===== config.mk =====
export PLATFORM = sky130hd
export DESIGN_NAME = affinity_queue_dispatcher_flat
export DESIGN_NICKNAME = d
export VERILOG_FILES = /design/src/design/aqd_pkg.sv /design/src/design/aqd_if.sv /design/src/design/aqd_mod_unit.sv /design/src/design/aqd_csr.sv /design/src/design/affinity_queue_dispatcher.sv /design/src/flat_wrapper.sv
export SDC_FILE = /design/constraint.sdc
export NUM_CORES = 2
export LEC_CHECK = 0
export ABC_AREA = 0
export BUFFER_PORTS_ARGS = -buffer_cell sky130_fd_sc_hd__buf_4
export CAP_MARGIN = 20
export CORE_MARGIN = 2
export CORE_UTILIZATION = 60
export DETAILED_ROUTE_END_ITERATION = 10
export MAX_ROUTING_LAYER = met4
export PLACE_DENSITY_LB_ADDON = 0.3
export SYNTH_ARGS = -nofsm -noshare
export SYNTH_HDL_FRONTEND = slang
export SYNTH_SLANG_ARGS = --single-unit

===== constraint.sdc =====
create_clock -name clock -period 20.8 [get_ports clock]
set_input_delay 2.08 -clock clock [delete_from_list [all_inputs] [get_ports clock]]
set_output_delay 2.08 -clock clock [all_outputs]
set_load 0.01 [all_outputs]

===== src/design/aqd_pkg.sv =====
`timescale 1ns / 1ps

package aqd_pkg;

   localparam int MaxQueues   = 64;
   localparam int QueueBits   = 6;
   localparam int CountBits   = 7;
   localparam int MaskBits    = 64;
   localparam int HandleBits  = 64;
   localparam int PrioBits    = 32;
   localparam int SeqBits     = 32;
   localparam int CsrAddrBits = 3;
   localparam int CsrDataBits = 32;

   // fraction of the golden ratio, 32 fraction bits, rounded down
   localparam logic [SeqBits-1:0] PhiFrac = 32'h9E37_79B9;

   // register index of queue_count
   localparam logic CsrQueueCount = 1'b0;

   typedef struct packed {
      logic               start;
      logic [SeqBits-1:0] dividend;
      logic [CountBits-1:0] divisor;
   } mod_req_type;

   typedef struct packed {
      logic                 done;
      logic [CountBits-1:0] remainder;
   } mod_rsp_type;

   function automatic logic [QueueBits-1:0] lowest_bit(input logic [MaskBits-1:0] v);
      logic [QueueBits-1:0] idx;
      idx = '0;
      for (int i = MaskBits - 1; i >= 0; i--) begin
         if (v[i]) begin
            idx = QueueBits'(i);
         end
      end
      return idx;
   endfunction

   function automatic logic [CountBits-1:0] count_bits(input logic [MaskBits-1:0] v);
      logic [CountBits-1:0] n;
      n = '0;
      for (int i = 0; i < MaskBits; i++) begin
         n = n + CountBits'(v[i]);
      end
      return n;
   endfunction

endpackage


===== src/design/aqd_if.sv =====
`timescale 1ns / 1ps

interface aqd_req_if;
   logic                                valid;
   logic                                ready;
   logic [aqd_pkg::MaskBits-1:0]        affinity_mask;
   logic [aqd_pkg::MaskBits-1:0]        empty_flags;
   logic [aqd_pkg::HandleBits-1:0]      task_handle;
   logic [aqd_pkg::PrioBits-1:0]        task_priority;

   modport source (output valid, affinity_mask, empty_flags, task_handle, task_priority,
                   input ready);
   modport sink   (input valid, affinity_mask, empty_flags, task_handle, task_priority,
                   output ready);
endinterface

interface aqd_rsp_if;
   logic                                valid;
   logic                                ready;
   logic [aqd_pkg::QueueBits-1:0]       queue_index;
   logic                                picked_by_sequence;
   logic [aqd_pkg::HandleBits-1:0]      handle_out;
   logic [aqd_pkg::PrioBits-1:0]        priority_out;

   modport source (output valid, queue_index, picked_by_sequence, handle_out, priority_out,
                   input ready);
   modport sink   (input valid, queue_index, picked_by_sequence, handle_out, priority_out,
                   output ready);
endinterface


===== src/design/aqd_mod_unit.sv =====
`timescale 1ns / 1ps

// Restoring remainder, one quotient bit per cycle.
module aqd_mod_unit (
   input  logic                 clock,
   input  logic                 reset,
   input  aqd_pkg::mod_req_type mod_req,
   output aqd_pkg::mod_rsp_type mod_rsp
);

   typedef enum logic {
      MOD_IDLE,
      MOD_RUN
   } state_type;

   state_type                         state_ff, state_in;
   logic [aqd_pkg::SeqBits-1:0]       dividend_ff, dividend_in;
   logic [aqd_pkg::CountBits-1:0]     divisor_ff, divisor_in;
   logic [aqd_pkg::CountBits-1:0]     rem_ff, rem_in;
   logic [4:0]                        step_ff, step_in;
   logic                              done_ff, done_in;
   logic [aqd_pkg::CountBits:0]       shifted;

   always_comb begin
      state_in    = state_ff;
      dividend_in = dividend_ff;
      divisor_in  = divisor_ff;
      rem_in      = rem_ff;
      step_in     = step_ff;
      done_in     = 1'b0;
      shifted     = {rem_ff, dividend_ff[aqd_pkg::SeqBits-1]};
      case (state_ff)
         MOD_IDLE: begin
            if (mod_req.start) begin
               dividend_in = mod_req.dividend;
               divisor_in  = mod_req.divisor;
               rem_in      = '0;
               step_in     = '0;
               state_in    = MOD_RUN;
            end
         end
         MOD_RUN: begin
            if (shifted >= {1'b0, divisor_ff}) begin
               rem_in = aqd_pkg::CountBits'(shifted - {1'b0, divisor_ff});
            end else begin
               rem_in = aqd_pkg::CountBits'(shifted);
            end
            dividend_in = {dividend_ff[aqd_pkg::SeqBits-2:0], 1'b0};
            step_in     = step_ff + 5'd1;
            if (step_ff == 5'd31) begin
               done_in  = 1'b1;
               state_in = MOD_IDLE;
            end
         end
         default: begin
            state_in = MOD_IDLE;
         end
      endcase
   end

   always_ff @(posedge clock) begin
      if (reset) begin
         state_ff <= MOD_IDLE;
         done_ff  <= 1'b0;
      end else begin
         state_ff <= state_in;
         done_ff  <= done_in;
      end
      dividend_ff <= dividend_in;
      divisor_ff  <= divisor_in;
      rem_ff      <= rem_in;
      step_ff     <= step_in;
   end

   assign mod_rsp.done      = done_ff;
   assign mod_rsp.remainder = rem_ff;

endmodule


===== src/design/aqd_csr.sv =====
`timescale 1ns / 1ps

// Register file: queue_count only.
module aqd_csr (
   input  logic                             clock,
   input  logic                             reset,
   input  logic                             csr_psel,
   input  logic                             csr_penable,
   input  logic                             csr_pwrite,
   input  logic [aqd_pkg::CsrAddrBits-1:0]  csr_paddr,
   input  logic [aqd_pkg::CsrDataBits-1:0]  csr_pwdata,
   output logic [aqd_pkg::CsrDataBits-1:0]  csr_prdata,
   output logic                             csr_pready,
   output logic [aqd_pkg::CountBits-1:0]    queue_count
);

   logic [aqd_pkg::CountBits-1:0] queue_count_ff, queue_count_in;
   logic                          reg_index;

   assign reg_index  = csr_paddr[aqd_pkg::CsrAddrBits-1];
   assign csr_pready = 1'b1;

   always_comb begin
      queue_count_in = queue_count_ff;
      if (csr_psel && csr_penable && csr_pwrite && (reg_index == aqd_pkg::CsrQueueCount)) begin
         queue_count_in = csr_pwdata[aqd_pkg::CountBits-1:0];
      end
   end

   always_ff @(posedge clock) begin
      if (reset) begin
         queue_count_ff <= aqd_pkg::CountBits'(aqd_pkg::MaxQueues);
      end else begin
         queue_count_ff <= queue_count_in;
      end
   end

   always_comb begin
      csr_prdata = '0;
      if (reg_index == aqd_pkg::CsrQueueCount) begin
         csr_prdata = {{(aqd_pkg::CsrDataBits - aqd_pkg::CountBits){1'b0}}, queue_count_ff};
      end
   end

   assign queue_count = queue_count_ff;

endmodule


===== src/design/affinity_queue_dispatcher.sv =====
`timescale 1ns / 1ps
// The empty-queue path goes PICK -> OUTPUT; the sequence path also runs MULT, ADD, MOD and
// CLEAR, waiting for the bit-serial remainder unit and skipping k set bits (k = 0..63).
// One transaction at a time: a new request is accepted only after the previous result has
// been handed to the output register and the FSM is back in IDLE. A result
// held in the output register does not block the next accept, only the next hand-off.
// Reset (synchronous, active high): queue_count = 64, sequence counter = 0, no result held.

module affinity_queue_dispatcher (
   input  logic                             clock,
   input  logic                             reset,
   aqd_req_if.sink                          req_bus,
   aqd_rsp_if.source                        rsp_bus,
   input  logic                             csr_psel,
   input  logic                             csr_penable,
   input  logic                             csr_pwrite,
   input  logic [aqd_pkg::CsrAddrBits-1:0]  csr_paddr,
   input  logic [aqd_pkg::CsrDataBits-1:0]  csr_pwdata,
   output logic [aqd_pkg::CsrDataBits-1:0]  csr_prdata,
   output logic                             csr_pready
);

   // Flow per transaction:
   //   IDLE   latch masks, limit affinity to the queues in use
   //   PICK   empty allowed queue -> lowest one; else popcount and go to the sequence
   //   MULT   counter * phi fraction, upper half kept
   //   ADD    counter + that half, start remainder by popcount
   //   MOD    wait for remainder unit
   //   CLEAR  drop lowest set bit k times, then take the lowest remaining
   //   OUTPUT hand result to the output register when it is free
   typedef enum logic [2:0] {
      ST_IDLE,
      ST_PICK,
      ST_MULT,
      ST_ADD,
      ST_MOD,
      ST_CLEAR,
      ST_OUTPUT
   } state_type;

   state_type                          state_ff, state_in;
   logic [aqd_pkg::MaskBits-1:0]       allowed_ff, allowed_in;
   logic [aqd_pkg::MaskBits-1:0]       ready_ff, ready_in;
   logic [aqd_pkg::HandleBits-1:0]     handle_ff, handle_in;
   logic [aqd_pkg::PrioBits-1:0]       priority_ff, priority_in;
   logic [aqd_pkg::CountBits-1:0]      pop_ff, pop_in;
   logic [aqd_pkg::SeqBits-1:0]        prod_hi_ff, prod_hi_in;
   logic [aqd_pkg::QueueBits-1:0]      k_ff, k_in;
   logic [aqd_pkg::QueueBits-1:0]      queue_ff, queue_in;
   logic                               picked_ff, picked_in;
   logic [aqd_pkg::SeqBits-1:0]        counter_ff, counter_in;

   logic                               rsp_valid_ff, rsp_valid_in;
   logic [aqd_pkg::QueueBits-1:0]      rsp_queue_ff, rsp_queue_in;
   logic                               rsp_picked_ff, rsp_picked_in;
   logic [aqd_pkg::HandleBits-1:0]     rsp_handle_ff, rsp_handle_in;
   logic [aqd_pkg::PrioBits-1:0]       rsp_priority_ff, rsp_priority_in;

   logic [aqd_pkg::CountBits-1:0]      queue_count;
   logic [aqd_pkg::CountBits-1:0]      qc_clamped;
   logic [aqd_pkg::MaskBits-1:0]       in_use;
   logic [aqd_pkg::MaskBits-1:0]       affinity_in_use;
   logic [2*aqd_pkg::SeqBits-1:0]      product;
   aqd_pkg::mod_req_type               mod_req;
   aqd_pkg::mod_rsp_type               mod_rsp;

   aqd_csr u_csr (
      .clock       (clock),
      .reset       (reset),
      .csr_psel    (csr_psel),
      .csr_penable (csr_penable),
      .csr_pwrite  (csr_pwrite),
      .csr_paddr   (csr_paddr),
      .csr_pwdata  (csr_pwdata),
      .csr_prdata  (csr_prdata),
      .csr_pready  (csr_pready),
      .queue_count (queue_count)
   );

   aqd_mod_unit u_mod (
      .clock   (clock),
      .reset   (reset),
      .mod_req (mod_req),
      .mod_rsp (mod_rsp)
   );

   // queue count forced into 1..64
   always_comb begin
      qc_clamped = queue_count;
      if (queue_count == '0) begin
         qc_clamped = aqd_pkg::CountBits'(1);
      end else if (queue_count > aqd_pkg::CountBits'(aqd_pkg::MaxQueues)) begin
         qc_clamped = aqd_pkg::CountBits'(aqd_pkg::MaxQueues);
      end
   end

   assign in_use = {aqd_pkg::MaskBits{1'b1}} >>
                   (aqd_pkg::CountBits'(aqd_pkg::MaxQueues) - qc_clamped);
   assign affinity_in_use = req_bus.affinity_mask & in_use;

   // one 32x32 multiply, registered before the add
   assign product = (2*aqd_pkg::SeqBits)'(counter_ff) *
                    (2*aqd_pkg::SeqBits)'(aqd_pkg::PhiFrac);

   assign req_bus.ready = (state_ff == ST_IDLE);

   always_comb begin
      state_in        = state_ff;
      allowed_in      = allowed_ff;
      ready_in        = ready_ff;
      handle_in       = handle_ff;
      priority_in     = priority_ff;
      pop_in          = pop_ff;
      prod_hi_in      = prod_hi_ff;
      k_in            = k_ff;
      queue_in        = queue_ff;
      picked_in       = picked_ff;
      counter_in      = counter_ff;
      mod_req.start    = 1'b0;
      mod_req.dividend = counter_ff + prod_hi_ff;
      mod_req.divisor  = pop_ff;

      rsp_valid_in    = rsp_valid_ff && !rsp_bus.ready;
      rsp_queue_in    = rsp_queue_ff;
      rsp_picked_in   = rsp_picked_ff;
      rsp_handle_in   = rsp_handle_ff;
      rsp_priority_in = rsp_priority_ff;

      case (state_ff)
         ST_IDLE: begin
            if (req_bus.valid) begin
               // no usable affinity bit means every queue in use
               allowed_in  = (affinity_in_use == '0) ? in_use : affinity_in_use;
               ready_in    = ((affinity_in_use == '0) ? in_use : affinity_in_use) &
                             req_bus.empty_flags;
               handle_in   = req_bus.task_handle;
               priority_in = req_bus.task_priority;
               state_in    = ST_PICK;
            end
         end
         ST_PICK: begin
            if (ready_ff != '0) begin
               queue_in  = aqd_pkg::lowest_bit(ready_ff);
               picked_in = 1'b0;
               state_in  = ST_OUTPUT;
            end else begin
               pop_in   = aqd_pkg::count_bits(allowed_ff);
               state_in = ST_MULT;
            end
         end
         ST_MULT: begin
            prod_hi_in = product[2*aqd_pkg::SeqBits-1:aqd_pkg::SeqBits];
            state_in   = ST_ADD;
         end
         ST_ADD: begin
            mod_req.start = 1'b1;
            state_in      = ST_MOD;
         end
         ST_MOD: begin
            if (mod_rsp.done) begin
               // remainder < popcount <= 64
               k_in     = mod_rsp.remainder[aqd_pkg::QueueBits-1:0];
               state_in = ST_CLEAR;
            end
         end
         ST_CLEAR: begin
            if (k_ff == '0) begin
               queue_in   = aqd_pkg::lowest_bit(allowed_ff);
               picked_in  = 1'b1;
               counter_in = counter_ff + aqd_pkg::SeqBits'(1);
               state_in   = ST_OUTPUT;
            end else begin
               allowed_in = allowed_ff & (allowed_ff - aqd_pkg::MaskBits'(1));
               k_in       = k_ff - aqd_pkg::QueueBits'(1);
            end
         end
         ST_OUTPUT: begin
            if (!rsp_valid_ff || rsp_bus.ready) begin
               rsp_valid_in    = 1'b1;
               rsp_queue_in    = queue_ff;
               rsp_picked_in   = picked_ff;
               rsp_handle_in   = handle_ff;
               rsp_priority_in = priority_ff;
               state_in        = ST_IDLE;
            end
         end
         default: begin
            state_in = ST_IDLE;
         end
      endcase
   end

   always_ff @(posedge clock) begin
      if (reset) begin
         state_ff     <= ST_IDLE;
         counter_ff   <= '0;
         rsp_valid_ff <= 1'b0;
      end else begin
         state_ff     <= state_in;
         counter_ff   <= counter_in;
         rsp_valid_ff <= rsp_valid_in;
      end
      allowed_ff      <= allowed_in;
      ready_ff        <= ready_in;
      handle_ff       <= handle_in;
      priority_ff     <= priority_in;
      pop_ff          <= pop_in;
      prod_hi_ff      <= prod_hi_in;
      k_ff            <= k_in;
      queue_ff        <= queue_in;
      picked_ff       <= picked_in;
      rsp_queue_ff    <= rsp_queue_in;
      rsp_picked_ff   <= rsp_picked_in;
      rsp_handle_ff   <= rsp_handle_in;
      rsp_priority_ff <= rsp_priority_in;
   end

   assign rsp_bus.valid              = rsp_valid_ff;
   assign rsp_bus.queue_index        = rsp_queue_ff;
   assign rsp_bus.picked_by_sequence = rsp_picked_ff;
   assign rsp_bus.handle_out         = rsp_handle_ff;
   assign rsp_bus.priority_out       = rsp_priority_ff;

endmodule

===== src/flat_wrapper.sv =====
// flat-port wrapper written by rule: the top's interface ports become plain ports
module affinity_queue_dispatcher_flat 
  (clock, reset, csr_psel, csr_penable, csr_pwrite, csr_paddr, csr_pwdata, csr_prdata, csr_pready, req_bus_valid, req_bus_affinity_mask, req_bus_empty_flags, req_bus_task_handle, req_bus_task_priority, req_bus_ready, rsp_bus_valid, rsp_bus_queue_index, rsp_bus_picked_by_sequence, rsp_bus_handle_out, rsp_bus_priority_out, rsp_bus_ready);
  aqd_req_if req_bus_i ();
  aqd_rsp_if rsp_bus_i ();
  input  logic clock;
  input  logic reset;
  input  logic csr_psel;
  input  logic csr_penable;
  input  logic csr_pwrite;
  input  logic [aqd_pkg::CsrAddrBits-1:0] csr_paddr;
  input  logic [aqd_pkg::CsrDataBits-1:0] csr_pwdata;
  output logic [aqd_pkg::CsrDataBits-1:0] csr_prdata;
  output logic csr_pready;
  input wire logic [$bits(req_bus_i.valid)-1:0] req_bus_valid;
  input wire logic [$bits(req_bus_i.affinity_mask)-1:0] req_bus_affinity_mask;
  input wire logic [$bits(req_bus_i.empty_flags)-1:0] req_bus_empty_flags;
  input wire logic [$bits(req_bus_i.task_handle)-1:0] req_bus_task_handle;
  input wire logic [$bits(req_bus_i.task_priority)-1:0] req_bus_task_priority;
  output wire logic [$bits(req_bus_i.ready)-1:0] req_bus_ready;
  output wire logic [$bits(rsp_bus_i.valid)-1:0] rsp_bus_valid;
  output wire logic [$bits(rsp_bus_i.queue_index)-1:0] rsp_bus_queue_index;
  output wire logic [$bits(rsp_bus_i.picked_by_sequence)-1:0] rsp_bus_picked_by_sequence;
  output wire logic [$bits(rsp_bus_i.handle_out)-1:0] rsp_bus_handle_out;
  output wire logic [$bits(rsp_bus_i.priority_out)-1:0] rsp_bus_priority_out;
  input wire logic [$bits(rsp_bus_i.ready)-1:0] rsp_bus_ready;
  assign req_bus_i.valid = req_bus_valid;
  assign req_bus_i.affinity_mask = req_bus_affinity_mask;
  assign req_bus_i.empty_flags = req_bus_empty_flags;
  assign req_bus_i.task_handle = req_bus_task_handle;
  assign req_bus_i.task_priority = req_bus_task_priority;
  assign req_bus_ready = req_bus_i.ready;
  assign rsp_bus_valid = rsp_bus_i.valid;
  assign rsp_bus_queue_index = rsp_bus_i.queue_index;
  assign rsp_bus_picked_by_sequence = rsp_bus_i.picked_by_sequence;
  assign rsp_bus_handle_out = rsp_bus_i.handle_out;
  assign rsp_bus_priority_out = rsp_bus_i.priority_out;
  assign rsp_bus_i.ready = rsp_bus_ready;
  affinity_queue_dispatcher u_core (.clock(clock), .reset(reset), .req_bus(req_bus_i), .rsp_bus(rsp_bus_i), .csr_psel(csr_psel), .csr_penable(csr_penable), .csr_pwrite(csr_pwrite), .csr_paddr(csr_paddr), .csr_pwdata(csr_pwdata), .csr_prdata(csr_prdata), .csr_pready(csr_pready));
endmodule

* Word-level counts from Yosys, hierarchy flattened *
Index checks and enable logic that the tools add are counted.
Widths: inputs -> output; s select.

storage, ports and cells
  register bits after elaboration = 475
  input port bits = 266
  output and inout bits = 138

operators by class
  add/subtract/negate cells = 70
  $mul = 1
  magnitude comparators = 2
  equal/unequal tests = 14
  shift-type cells = 1
  muxes and demuxes = 164
  bitwise gates (word level) = 6
  reductions and logical operators = 25

operators by type and width
  cell                    number
  $mux 6                  132
  $add 7x1->7             62
  $and 64x64->64          3
  $mux 64                 3
  $pmux 64 s2             1
  $logic_not 64->1        1
  $mul 32x32->64 const B  1
  $pmux 32 s2             1
  $reduce_bool 64->1      1
  $shr 64x7->64 const A   1
  $sub 64x1->64 const B   1
  $mux 7                  5
  $add 32x1->32 const B   1
  $add 32x32->32          1
  $mux 32                 1
  $pmux 6 s2              2
  $pmux 3 s7              1
  $mux 3                  5
  $pmux 7 s2              1
  $pmux 5 s2              1
  $reduce_and 2->1        5
  $eq 3x3->1 const B      3
  $reduce_and 3->1        3
  $ge 8x7->1              1
  24 further kinds        46

* Longest topological paths before layout *
  depth after elaboration = 66
  mapped depth = 27

* Modules after synthesis *
From an unflattened synthesis, not the netlist that was laid out.

unflattened totals
  cell total of the unflattened synthesis = 3,835
  area total of the unflattened synthesis = 42,943.7 µm²

modules (own cells, without submodules)
  module                     instances  cells an instance  area an instance (µm²)  seq. area each (µm²)
  affinity_queue_dispatcher  1          3,591              39,796.9                12,101.6
  aqd_mod_unit               1          178                2,565.0                 1,571.5
  aqd_csr                    1          66                 581.8                   140.1

* Worst setup path after synthesis *
No wires, ideal clock.

  kind = input to register
  from = input req_bus_valid
  to = register u_core.allowed_ff[0] in the netlist's numbering, enable pin
  arrival time = 7,679 ps
  required time = 20,301 ps
  slack = 12,622 ps
  stages on the path = 2
  cell sequence = and2_1 > o21bai_1

between the ends
  cells in the longest elaborated chain, start to end = 2

ends and longest elaborated chain
  item                        RTL line                          RTL
  start, declared             flat_wrapper.sv:15                input wire logic [$bits(req_bus_i.valid)-1:0] req_bus_valid;
  $ne 2x2->1 (no line)        n/a
  $reduce_and 3->1 (no line)  n/a
  end signal, assigned        affinity_queue_dispatcher.sv:203  allowed_ff <= allowed_in;
  end, declared               affinity_queue_dispatcher.sv:42   logic [aqd_pkg::MaskBits-1:0] allowed_ff, allowed_in;

No other way between the ends.
A chain may end at the register's enable or synchronous reset.

* Final worst setup path *
  from = register u_core.counter_ff[16] in the netlist's numbering
  to = register u_core.prod_hi_ff[22] in the netlist's numbering (data pin)

between the ends
  cells in the longest elaborated chain, start to end = 1

ends and longest elaborated chain
  item                               RTL line                          RTL
  start, declared                    affinity_queue_dispatcher.sv:51   logic [aqd_pkg::SeqBits-1:0] counter_ff, counter_in;
  start signal, assigned             affinity_queue_dispatcher.sv:200  counter_ff <= counter_in;
  $mul 32x32->64                     affinity_queue_dispatcher.sv:102  assign product = (2*aqd_pkg::SeqBits)'(counter_ff) *
  named net u_core.product, one bit  affinity_queue_dispatcher.sv:63   logic [2*aqd_pkg::SeqBits-1:0] product;
  end signal, assigned               affinity_queue_dispatcher.sv:208  prod_hi_ff <= prod_hi_in;
  end, declared                      affinity_queue_dispatcher.sv:47   logic [aqd_pkg::SeqBits-1:0] prod_hi_ff, prod_hi_in;

The timed path passes the listed nets, and every way through them passes these cells.

==> impl_metrics.yaml <==
placed_design:
  io_buffers: 350
  gp_congestion: 1.03
  dp_hpwl_um: 96000
cts:
  tritoncts: "yes"
  cts.clk_slew.worst_paths_ns: 0.06
  insertion_delay_ns: 0.62
  postCtsSetupRepairBufs: 0
  clockBufferDepth: 3
  htreeDepth: 2
  cts_buffers: 53
  cts_resized: 0
  ctsHoldBuffers: 0
  clock_sinks: 475
  root_buffer: "clkbuf_16"
sta:
  timing_hold_violations_final: 0
  tns_ns: 0
  fin_worst_skew_ns: 0.0273
  setup_viol: 0
  worst_slew_pin_slew_ns: 1.10
  period_minus_slack_ns: 9.20
  slew_violations: 0
  relSlewSlack_pct: 26.4
  finalCritPeriodShare_pct: 44.2
  whs_ns: 0.403
  fmax_ghz: 0.109
  rsz0062_at_grt: "false"
layout:
  drive_gt1_share_pct: 12.0
  seq_area_sq_um: 13800
  nFillCells: 5229
  final_cell_mix: "inv_1 (783), fa_1 (543), ha_1 (459), edfxtp_1 (430), buf_4 (377)"
  multi_input_area_sq_um: 25500
  final_common_cell: "inv_1"
  nets: 5457
  area_growth_pct: 12.8
yosys:
  ys.flop_type: "edfxtp_1"
  yosysSeqAreaShare_pct: 32.4
  netlist_area_sq_um: 42700
  synth-edff-count: 430
  synth_cells: 3832
  yosys_warnings: 0
  synth.distinct_cells: 87
  postSynthAreaPerCell_sq_um: 11.1
  synth_seq_cells: 475
  async_flop_share_pct: 0
pwr:
  swShare_pct: 36.1
  p_leak_nw: 23.1
  pwr-share-seq_pct: 30.1
  vdd_drop_max_uv: 804
  p_int_mw: 2.87
  power.switching_mw: 1.62
  combinationalPowerShare_pct: 48.8
  p_per_area_nw_per_um2: 93.4
  p_clk_share_pct: 21.0
global_routing:
  antenna_found_initial: 2
  grt_pass1_vias: 31338
  grt_pass1_wl_um: 182000
  grt_remaining_overflow: 0
  grt_use_total_pct: 33.7
  grt_max_degree: 76
worst_setup_path:
  r2r_cells: 23
  worstPathRequired_ns: 21.15
  start_kind: "register"
  worstSetupStartpoint: "u_core.counter_ff[16]$_SDFFE_PP0P_"
  path_common_cell: "fa_1"
  cp_top_family: "adder cells"
  path_cells: "fa_1, fa_1, fa_1, fa_1, inv_1, fa_1, fa_1, inv_1, fa_1, inv_1, fa_1, inv_1, ha_1, nand2_1, nor3_1, nand2_1, nor3_1, nor3_1, o41a_1, o21a_1, o31ai_1, a31oi_1, xnor2_1"
  crit_type: "reg2reg"
  end_kind: "register"
  slowest_delay_ns: 1.05
  cp.depth: 23
  crit_fanout: 13
  r2r-start: "u_core.counter_ff[16]$_SDFFE_PP0P_"
  cpMaxStageDelayCell: "dfxtp_1"
  r2r_end: "u_core.prod_hi_ff[22]$_DFFE_PP_"
  crit_end: "u_core.prod_hi_ff[22]$_DFFE_PP_"
  cp_data_arrival_time_ns: 9.56
  critPathBufInv: 4
  ff2ff_setup_slack_ns: 11.60
detailed_routing:
  drtIter0Drc: 3219
  vias: 30479
  wl_per_cell_um: 22.9
  wl_um: 118000
  vias_per_cell: 5.89
  ant_nets: 0
  first_pass_iters: 6
  drc: 0
die:
  io_pins: 404
  rows: 97
  initial_core_util_pct: 60.7
  core_sq_um: 70300
  fp.dieW_um: 271
  design.die.area_sq_um: 73300
  die_height_um: 271
run_status:
  status: "finished clean"
flow_run:
  maxCapViolCount: 0
worst_hold_path:
  hold_class: "reg2reg"
  holdPathStages: 0
-- worst reg2reg max path, stage by stage (launching register included) --
cell,delay [ns]
dfxtp_1,1.05
fa_1,0.61
fa_1,0.57
fa_1,0.54
fa_1,0.52
inv_1,0.06
fa_1,0.45
fa_1,0.53
inv_1,0.05
fa_1,0.47
inv_1,0.05
fa_1,0.47
inv_1,0.04
ha_1,0.35
nand2_1,0.10
nor3_1,0.45
nand2_1,0.12
nor3_1,0.81
nor3_1,0.23
o41a_1,0.47
o21a_1,0.24
o31ai_1,0.47
a31oi_1,0.17
xnor2_1,0.15
-- area by class of cell --
type,instances,area share (%)
diodes,2,0.0104
inverters,784,6.12
clock buffers,70,3.03
clock inverters,29,0.632
repair buffers,379,5.97
multi-input cells,2496,53.1
well taps,940,2.44
flip-flops and latches,475,28.7
-- routing by layer --
metal,track usage [%],wire [um],up-vias
met4,10.8,4390,0
met3,5.74,9710,280
met5,-,0,-
met1,44.3,47600,15178
li1,-,-,13667
met2,53.6,56600,1354
-- how the worst min path moves through the flow --
stage                              startpoint                                       to  slack (ns)
6_report         u_core.queue_ff[2]$_DFFE_PP_  u_core.rsp_bus.queue_index[2]$_DFFE_PP_        0.40
5_1_grt        u_core.handle_ff[26]$_DFFE_PP_  u_core.rsp_bus.handle_out[26]$_DFFE_PP_        0.40
4_1_cts        u_core.handle_ff[26]$_DFFE_PP_  u_core.rsp_bus.handle_out[26]$_DFFE_PP_        0.40
3_5_place_dp   u_core.handle_ff[11]$_DFFE_PP_  u_core.rsp_bus.handle_out[11]$_DFFE_PP_        0.40
3_3_place_gp   u_core.handle_ff[52]$_DFFE_PP_  u_core.rsp_bus.handle_out[52]$_DFFE_PP_        0.40
2_1_floorplan   u_core.handle_ff[0]$_DFFE_PP_   u_core.rsp_bus.handle_out[0]$_DFFE_PP_        0.40
-- metrics by stage --
step / power, mW / area (sq um) / cells / utilization [%] / setup WS [ns]
floorplan: 3.06 / 42800 / 3856 / - / 12.62
global placement: 3.41 / 46300 / 5072 / 65.9 / 11.79
detailed placement: 3.57 / 46300 / 5072 / 65.9 / 11.76
CTS: 4.52 / 48100 / 5171 / 68.4 / 11.73
global route: 4.91 / 48100 / 5175 / 68.5 / 11.12
finish: 4.49 / 48100 / 5175 / 68.5 / 11.60
-- cell families after synthesis --
| logic type | Yosys count | share of synthesized area [%] |
|---|---|---|
| DFF | 475 | 32.4 |
| buffers and inverters | 885 | 8.08 |
| AOI/OAI and AO/OA | 686 | 10.9 |
| other | 2 | 0.0176 |
| muxes | 8 | 0.191 |
| adders and majority gates | 1002 | 38.9 |
| xor gates and xnor gates | 97 | 1.99 |
| and+or+nand+nor | 677 | 7.50 |
-- power by group through the flow --
stage | Sequential, mW | Combinational, mW | Clock [mW]
floorplan | 1.36 | 1.70 | 0
global placement | 1.37 | 2.05 | 0
detailed placement | 1.37 | 2.20 | 0
CTS | 1.35 | 2.21 | 0.957
global route | 1.36 | 2.55 | 0.994
finish | 1.35 | 2.19 | 0.945
-- registers in the layout, indices dropped and copies added, names as in the netlist, 3 cells and up --
name / flops
u_core.allowed_ff: 64
u_core.counter_ff: 32
u_core.handle_ff: 64
u_core.k_ff: 6
u_core.pop_ff: 7
u_core.priority_ff: 32
u_core.prod_hi_ff: 32
u_core.queue_ff: 6
u_core.ready_ff: 64
u_core.rsp_bus.handle_out: 64
u_core.rsp_bus.priority_out: 32
u_core.rsp_bus.queue_index: 6
u_core.state_ff: 3
u_core.u_csr.queue_count: 7
u_core.u_mod.dividend_ff: 32
u_core.u_mod.divisor_ff: 7
u_core.u_mod.rem_ff: 7
u_core.u_mod.step_ff: 5
-- Yosys cell counts (10+ instances only) --
library cell,number,area share [%]
inv_1,784,6.9
fa_1,543,25
ha_1,459,13
edfxtp_1,430,30
nor2_1,236,2.1
o21ai_0,179,2.1
a21oi_1,166,1.9
nand2_1,154,1.4
xnor2_1,60,1.2
nor3_1,57,0.67
clkbuf_1,56,0.49
nand3_1,46,0.54
dfxtp_1,45,2.1
o211a_1,42,0.99
o31a_1,37,0.76
xor2_1,37,0.76
nor4_1,31,0.45
a21o_1,28,0.49
buf_4,26,0.46
nor2b_1,26,0.38
o21a_1,23,0.40
o31ai_1,23,0.40
nand2b_1,19,0.28
a31oi_1,18,0.26
and2_1,17,0.25
buf_2,17,0.20
or4_1,17,0.30
nand4_1,16,0.23
o211ai_1,15,0.26
a211oi_1,13,0.23
or2_2,12,0.18
a211o_1,11,0.23
and3_1,11,0.16
nor3b_1,10,0.18
o21bai_1,10,0.18
No activity file was read; power rests on OpenSTA's default activity.
